**src/hdl/ccx_pkg.sv**
```systemverilog
// Package with shared types and constants for the ChaCha20 stream XOR block.
`default_nettype none
package ccx_pkg;
    localparam int unsigned CfgAddrW = 6;
    localparam logic [31:0] Sigma0 = 32'h61707865;
    localparam logic [31:0] Sigma1 = 32'h3320646e;
    localparam logic [31:0] Sigma2 = 32'h79622d32;
    localparam logic [31:0] Sigma3 = 32'h6b206574;
    localparam int unsigned QrSteps = 80;

    typedef enum logic [2:0] {
        REG_KEY0   = 3'd0,
        REG_KEY1   = 3'd1,
        REG_KEY2   = 3'd2,
        REG_KEY3   = 3'd3,
        REG_NONCE0 = 3'd4,
        REG_NONCE1 = 3'd5,
        REG_CNT    = 3'd6
    } t_reg_idx;

    typedef enum logic [1:0] {
        ST_IDLE,
        ST_ROUND,
        ST_FINAL,
        ST_OUT
    } t_state;

    typedef struct packed {
        logic load_msg;
        logic init;
        logic step;
        logic finish;
        logic emit;
    } t_cmd;

    typedef struct packed {
        logic round_done;
        logic need_block;
        logic msg_end;
    } t_status;

    function automatic logic [31:0] rotl(input logic [31:0] x, input int unsigned s);
        rotl = (x << s) | (x >> (32 - s));
    endfunction
endpackage
`default_nettype wire

```
**src/hdl/ccx_ctrl.sv**
```systemverilog
// Controller state machine sequencing block generation and byte output.
`default_nettype none
module ccx_ctrl import ccx_pkg::*; (
    input  wire     i_clk,
    input  wire     i_rst_n,
    input  wire     i_in_fire,
    input  wire     i_out_free,
    input  t_status i_status,
    output t_cmd    o_cmd,
    output logic    o_in_ready
);
    t_state r_state, n_state;
    logic   r_active, n_active;

    always_ff @(posedge i_clk) begin
        if (!i_rst_n) begin
            r_state  <= ST_IDLE;
            r_active <= 1'b0;
        end else begin
            r_state  <= n_state;
            r_active <= n_active;
        end
    end

    always_comb begin
        n_state    = r_state;
        n_active   = r_active;
        o_cmd      = '0;
        o_in_ready = 1'b0;
        unique case (r_state)
            ST_IDLE: begin
                o_in_ready = i_out_free;
                if (i_in_fire) begin
                    o_cmd.load_msg = !r_active;
                    n_active = 1'b1;
                    if (!r_active || i_status.need_block) begin
                        o_cmd.init = 1'b1;
                        n_state    = ST_ROUND;
                    end else begin
                        n_state = ST_OUT;
                    end
                end
            end
            ST_ROUND: begin
                o_cmd.step = 1'b1;
                if (i_status.round_done) begin
                    n_state = ST_FINAL;
                end
            end
            ST_FINAL: begin
                o_cmd.finish = 1'b1;
                n_state      = ST_OUT;
            end
            ST_OUT: begin
                o_cmd.emit = 1'b1;
                n_state    = ST_IDLE;
                // The byte after a last byte starts a new message.
                if (i_status.msg_end) begin
                    n_active = 1'b0;
                end
            end
            default: n_state = ST_IDLE;
        endcase
    end
endmodule
`default_nettype wire

```
**src/hdl/ccx_dp.sv**
```systemverilog
// Datapath: working words, one quarter round per cycle, keystream and byte XOR.
`default_nettype none
module ccx_dp import ccx_pkg::*; (
    input  wire         i_clk,
    input  wire         i_rst_n,
    input  t_cmd        i_cmd,
    input  wire         i_in_fire,
    input  wire  [7:0]  i_data,
    input  wire         i_last,
    input  wire  [63:0] i_key0,
    input  wire  [63:0] i_key1,
    input  wire  [63:0] i_key2,
    input  wire  [63:0] i_key3,
    input  wire  [63:0] i_nonce0,
    input  wire  [31:0] i_nonce1,
    input  wire  [31:0] i_start_cnt,
    output t_status     o_status,
    output logic [7:0]  o_data,
    output logic        o_last
);
    logic [31:0] r_w [16];
    logic [31:0] r_ks [16];
    logic [31:0] init_w [16];
    logic [31:0] r_ctr;
    logic [5:0]  r_off;
    logic        r_need;
    logic [6:0]  r_step;
    logic [7:0]  r_data;
    logic        r_last;
    logic [3:0]  ia, ib, ic, id;
    logic [31:0] a1, b1, c1, d1, a2, b2, c2, d2;
    logic [31:0] ksw;

    always_comb begin
        init_w[0]  = Sigma0;           init_w[1]  = Sigma1;
        init_w[2]  = Sigma2;           init_w[3]  = Sigma3;
        init_w[4]  = i_key0[31:0];     init_w[5]  = i_key0[63:32];
        init_w[6]  = i_key1[31:0];     init_w[7]  = i_key1[63:32];
        init_w[8]  = i_key2[31:0];     init_w[9]  = i_key2[63:32];
        init_w[10] = i_key3[31:0];     init_w[11] = i_key3[63:32];
        // The first block of a message takes the start counter directly.
        init_w[12] = i_cmd.load_msg ? i_start_cnt : r_ctr;
        init_w[13] = i_nonce0[31:0];   init_w[14] = i_nonce0[63:32];
        init_w[15] = i_nonce1;
    end

    // Column rounds use a,a+4,a+8,a+12; diagonal rounds shift rows b, c and d by one, two and three.
    always_comb begin
        logic [1:0] col;
        logic       diag;
        col  = r_step[1:0];
        diag = r_step[2];
        ia = {2'b00, col};
        ib = {2'b01, diag ? col + 2'd1 : col};
        ic = {2'b10, diag ? col + 2'd2 : col};
        id = {2'b11, diag ? col + 2'd3 : col};
        a1 = r_w[ia] + r_w[ib];
        d1 = rotl(r_w[id] ^ a1, 16);
        c1 = r_w[ic] + d1;
        b1 = rotl(r_w[ib] ^ c1, 12);
        a2 = a1 + b1;
        d2 = rotl(d1 ^ a2, 8);
        c2 = c1 + d2;
        b2 = rotl(b1 ^ c2, 7);
    end

    assign o_status = '{round_done: (r_step == 7'(QrSteps - 1)),
                        need_block: r_need,
                        msg_end:    r_last};
    assign ksw = r_ks[r_off[5:2]];

    always_ff @(posedge i_clk) begin
        if (i_in_fire) begin
            r_data <= i_data;
            r_last <= i_last;
        end
        if (i_cmd.init) begin
            for (int i = 0; i < 16; i++) r_w[i] <= init_w[i];
        end else if (i_cmd.step) begin
            r_w[ia] <= a2; r_w[ib] <= b2; r_w[ic] <= c2; r_w[id] <= d2;
        end
        if (i_cmd.finish) begin
            for (int i = 0; i < 16; i++) r_ks[i] <= r_w[i] + init_w[i];
        end
        if (i_cmd.emit) begin
            o_data <= r_data ^ 8'(ksw >> {r_off[1:0], 3'b000});
            o_last <= r_last;
        end
    end

    always_ff @(posedge i_clk) begin
        if (!i_rst_n) begin
            r_ctr  <= '0;
            r_off  <= '0;
            r_need <= 1'b1;
            r_step <= '0;
        end else begin
            if (i_cmd.load_msg) r_ctr <= i_start_cnt;
            if (i_cmd.init) r_step <= '0;
            else if (i_cmd.step) r_step <= r_step + 7'd1;
            if (i_cmd.finish) begin
                r_ctr  <= r_ctr + 32'd1;
                r_off  <= '0;
                r_need <= 1'b0;
            end
            if (i_cmd.emit) begin
                if (r_last) begin
                    r_off  <= '0;
                    r_need <= 1'b1;
                end else begin
                    r_off <= r_off + 6'd1;
                    if (r_off == 6'd63) r_need <= 1'b1;
                end
            end
        end
    end
endmodule
`default_nettype wire

```
**src/hdl/chacha20_stream_xor.sv**
```systemverilog
// Top level: ChaCha20 byte stream XOR with APB register port.
// No new byte is taken until the previous one is emitted; the first byte of
// a message and every 64th byte after it also wait for a keystream block
// from a single quarter-round unit that runs the 80 quarter rounds one per
// cycle, then adds the starting words. A result sits in an output register;
// the next byte is taken only once that register is empty or being drained.
`default_nettype none
module chacha20_stream_xor import ccx_pkg::*; (
    input  wire                 i_clk,
    input  wire                 i_rst_n,
    input  wire                 psel,
    input  wire                 penable,
    input  wire                 pwrite,
    input  wire  [CfgAddrW-1:0] paddr,
    input  wire  [63:0]         pwdata,
    output logic [63:0]         prdata,
    output logic                pready,
    input  wire                 s_axis_tvalid,
    output logic                s_axis_tready,
    input  wire  [7:0]          s_axis_tdata,  // data_in
    input  wire                 s_axis_tlast,
    output logic                m_axis_tvalid,
    input  wire                 m_axis_tready,
    output logic [7:0]          m_axis_tdata,  // data_out
    output logic                m_axis_tlast
);
    logic [63:0] r_key0, r_key1, r_key2, r_key3, r_nonce0;
    logic [31:0] r_nonce1, r_cnt;
    logic        r_ovalid;
    logic        in_fire, in_ready;
    t_cmd        cmd;
    t_status     status;
    t_reg_idx    widx;

    assign pready = 1'b1;
    assign widx   = t_reg_idx'(paddr[5:3]);

    always_ff @(posedge i_clk) begin
        if (!i_rst_n) begin
            r_key0 <= '0; r_key1 <= '0; r_key2 <= '0; r_key3 <= '0;
            r_nonce0 <= '0; r_nonce1 <= '0; r_cnt <= '0;
        end else if (psel && penable && pwrite && paddr[2:0] == 3'b000) begin
            unique case (widx)
                REG_KEY0:   r_key0   <= pwdata;
                REG_KEY1:   r_key1   <= pwdata;
                REG_KEY2:   r_key2   <= pwdata;
                REG_KEY3:   r_key3   <= pwdata;
                REG_NONCE0: r_nonce0 <= pwdata;
                REG_NONCE1: r_nonce1 <= pwdata[31:0];
                REG_CNT:    r_cnt    <= pwdata[31:0];
                default: ;
            endcase
        end
    end

    always_comb begin
        prdata = '0;
        unique case (widx)
            REG_KEY0:   prdata = r_key0;
            REG_KEY1:   prdata = r_key1;
            REG_KEY2:   prdata = r_key2;
            REG_KEY3:   prdata = r_key3;
            REG_NONCE0: prdata = r_nonce0;
            REG_NONCE1: prdata = {32'd0, r_nonce1};
            REG_CNT:    prdata = {32'd0, r_cnt};
            default:    prdata = '0;
        endcase
    end

    // Output slot is free when empty or being drained this cycle.
    assign s_axis_tready = in_ready;
    assign in_fire       = s_axis_tvalid & in_ready;

    ccx_ctrl u_ctrl (
        .i_clk      (i_clk),
        .i_rst_n    (i_rst_n),
        .i_in_fire  (in_fire),
        .i_out_free (!r_ovalid || m_axis_tready),
        .i_status   (status),
        .o_cmd      (cmd),
        .o_in_ready (in_ready)
    );

    ccx_dp u_dp (
        .i_clk       (i_clk),
        .i_rst_n     (i_rst_n),
        .i_cmd       (cmd),
        .i_in_fire   (in_fire),
        .i_data      (s_axis_tdata),
        .i_last      (s_axis_tlast),
        .i_key0      (r_key0),
        .i_key1      (r_key1),
        .i_key2      (r_key2),
        .i_key3      (r_key3),
        .i_nonce0    (r_nonce0),
        .i_nonce1    (r_nonce1),
        .i_start_cnt (r_cnt),
        .o_status    (status),
        .o_data      (m_axis_tdata),
        .o_last      (m_axis_tlast)
    );

    always_ff @(posedge i_clk) begin
        if (!i_rst_n) begin
            r_ovalid <= 1'b0;
        end else begin
            if (cmd.emit) r_ovalid <= 1'b1;
            else if (m_axis_tready) r_ovalid <= 1'b0;
        end
    end

    assign m_axis_tvalid = r_ovalid;
endmodule
`default_nettype wire

```
**config.mk**
```make
export PLATFORM = sky130hd
export DESIGN_NAME = chacha20_stream_xor
export DESIGN_NICKNAME = d
export VERILOG_FILES = /design/src/hdl/ccx_pkg.sv /design/src/hdl/ccx_ctrl.sv /design/src/hdl/ccx_dp.sv /design/src/hdl/chacha20_stream_xor.sv
export SDC_FILE = /design/constraint.sdc
export NUM_CORES = 2
export LEC_CHECK = 0
export BUFFER_PORTS_ARGS = -buffer_cell sky130_fd_sc_hd__buf_4
export CAP_MARGIN = 10
export CORE_MARGIN = 4
export CORE_UTILIZATION = 49
export CTS_CLUSTER_SIZE = 25
export DETAILED_ROUTE_END_ITERATION = 10
export PLACE_DENSITY = 0.63
export RECOVER_POWER = 100
export SKIP_LAST_GASP = 1
export SYNTH_ARGS = -nofsm -noshare
export SYNTH_HDL_FRONTEND = slang
export SYNTH_SLANG_ARGS = --single-unit
```
**constraint.sdc**
```tcl
create_clock -name i_clk -period 24.2 [get_ports i_clk]
set_input_delay 1.21 -clock i_clk [delete_from_list [all_inputs] [get_ports i_clk]]
set_output_delay 1.21 -clock i_clk [all_outputs]
set_load 0.1 [all_outputs]
```
==> out/qor.yml <==
run_status: "finished, violations left"
violations: "capacitance limit, slew limit"
fp.dieW_um: 435
synth-edff-count: 1042
path_class: "register to register"
hpwlAfterDp_um: 310000
met1_length_um: 154000
final_common_cell: "nand2_1"
drt_iter0_markers: 10100
cts_buffer_depth: 3
yosysSeqAreaShare_pct: 44.8
worstPathRequired_ps: 24680
cp_common_cell: "xor2_1"
overflow: 0
synthCells: 8462
slew_headroom_pct: -389
cts_resized: 0
syn_area_per_cell_um2: 10.6
hold_path_class: "register to register"
grt_max_degree: 119
core-area_um2: 181000
worst_ep_arrival_time_ps: 21290
rsz0062_at_grt: "false"
synth_cell_type_count: 107
clkSinkCount: 1482
cp_slowest_cell: "clkbuf_1"
grt_pass1_vias: 67700
finalClockSkew_ps: 29.7
portBuffers: 160
rows: 156
layout_min_cycle_time_ps: 20810
clk_pin_slew_ps: 70
ys_async_sr_fraction_pct: 0
ys_ff_latch: 1482
cts_inserted_buffers: 167
via_per_inst: 6.57
finalNetCount: 9201
gp_congestion: 1.03
cts_max_level: 4
die_area_um2: 190000
setup_tns_ps: 0
syn-num-nets: 9076
cts_tree: "yes"
start_util_pct: 49.4
critPathMaxFanout: 20
root_buffer: "clkbuf_16"
synthFlopType: "edfxtp_1"
syn_area_um2: 89500
antenna_found_initial: 58
drc: 0
fmax_mhz: 48.0
dr_wl_met3_um: 51400
start_kind: "register"
crit_path_end_kind: "register"
syn_to_final_growth_pct: 9.92
post-route-period-util_pct: 86.0
drtAntennaViolNets: 0
worstSkewPairLatency_ps: 870
critPathMaxStageDelay_ps: 1240
grt_pass1_wl_um: 533000
dieHeight_um: 435
postCtsSetupBuffers: 0
firstDrtPassIters: 6
drv_cap: 56
layout_common_cells: "nand2_1 (1454), edfxtp_1 (1042), o21ai_0 (535)"
topRoutingLayerUsed: "met5"
hold_violations: 0
ys_warn_count: 0
fin_util_pct: 54.3
setup_viol: 0
drv_slew: 2243
drive_gt1_share_pct: 10.4
wl_met2_um: 164000
io_pins: 162
via_count: 73100
avgRoutedWirePerCell_um: 35.0
worst_slew_pin_slew_ps: 7340
wirelength_um: 389000
hold_buffers: 0
grt_util_all_layers_pct: 40.0
==> kinds of logic (layout without fill, tap and decap cells) <==
| kind of cell | Yosys count | count (layout) | share of synthesized area (%) |
|---|---|---|---|
| simple gates | 2516 | 2516 | 12.0 |
| compound gates | 2124 | 2124 | 15.6 |
| flops | 1482 | 1482 | 44.8 |
| xor+xnor | 722 | 722 | 7.26 |
| buf+inv | 604 | 868 | 2.61 |
| fa+ha+maj | 528 | 528 | 7.51 |
| mux | 485 | 485 | 10.2 |
| other cells | 1 | 32 | 0.00419 |
==> worst max-delay path: cells and delay by family, from the launching register on <==
kind	cells	cell delay (ps)
and+or+nand+nor	7	1510
muxes	2	1480
DFF	1	960
AOI/OAI and AO/OA	19	8060
xor gates and xnor gates	8	4560
buffers and inverters	3	1640
adders and majority gates	5	2130
==> layout make-up <==
class	count	area [µm²]
antenna	31	77.6
clock buffer	227	4620
clock inverter	81	747
fill	16000	82700
inverter	256	961
multi-input combinational	6376	47100
sequential	1482	40100
tap	2370	2970
timing repair buffer	304	1780
==> registers in the layout, summed over array words and instances, names as in the netlist, named ones only <==
register / flops
u_dp.r_ks: 512
r_key2: 64
u_dp.o_last: 1
r_nonce0: 64
r_key3: 64
u_dp.r_step: 7
u_dp.r_last: 1
u_dp.r_need: 1
r_key0: 64
u_dp.r_ctr: 32
r_key1: 64
u_ctrl.r_state: 2
u_dp.o_data: 8
m_axis_tvalid: 1
u_dp.r_w: 512
u_ctrl.r_active: 1
r_nonce1: 32
u_dp.r_data: 8
u_dp.r_off: 6
r_cnt: 32
==> Yosys cell counts, drive strengths merged (53+ instances only) <==
library cell,n,area (µm²)
a21boi,404,3040
dfxtp,440,8810
a21oi,439,2200
ha,512,6410
xor2,326,2860
nor2b,77,482
edfxtp,1042,31300
nand2b,64,400
inv,255,957
nand2,1464,5500
o21a,57,428
a22o,53,464
a21o,176,1320
mux2i,67,683
xnor2,388,3450
o21bai,84,631
o21ai,537,2690
mux2,87,983
clkbuf,288,1080
and3,64,400
nor3,84,425
nor2,451,1700
buf,60,292
nand3,126,631
mux4,331,7450
==> metrics by stage <==
stage / std cells / setup WS (ps) / hold slack (ps) / instance area (µm²)
after floorplan: 8462 / 10830 / 421 / 89500
after global placement: 10800 / 6380 / 467 / 93600
after detailed placement: 10800 / 6170 / 463 / 93600
after CTS: 11100 / 6090 / 475 / 99000
after global routing: 11100 / 2940 / 486 / 98300
final: 11100 / 3390 / 479 / 98400
==> path summary, 6_finish.rpt <==
kind | from | end | slack (ps) | depth (start not counted)
hold / removal | u_dp.r_w[2][0]$_SDFFCE_PN0P_ | u_dp.r_ks[2][0]$_DFFE_PP_ | 480 | 0
setup / recovery | u_dp.r_step[1]$_SDFFE_PP0P_ | u_dp.r_w[6][5]$_DFFE_PP_ | 3390 | 44
setup reg to reg | u_dp.r_step[1]$_SDFFE_PP0P_ | u_dp.r_w[6][5]$_DFFE_PP_ | 3390 | 44
hold reg to reg | u_dp.r_w[2][0]$_SDFFCE_PN0P_ | u_dp.r_ks[2][0]$_DFFE_PP_ | 480 | 0
==> routing by layer <==
layer	global-route usage, %	vias to the layer above
met5	0	-
met2	58.3	4566
met3	13.0	769
met1	54.8	36400
met4	16.9	30
li1	-	31300
Power is left out: the tool's default activity adds up to more than one toggle a clock period on the data nets, which glitch-free logic cannot reach.
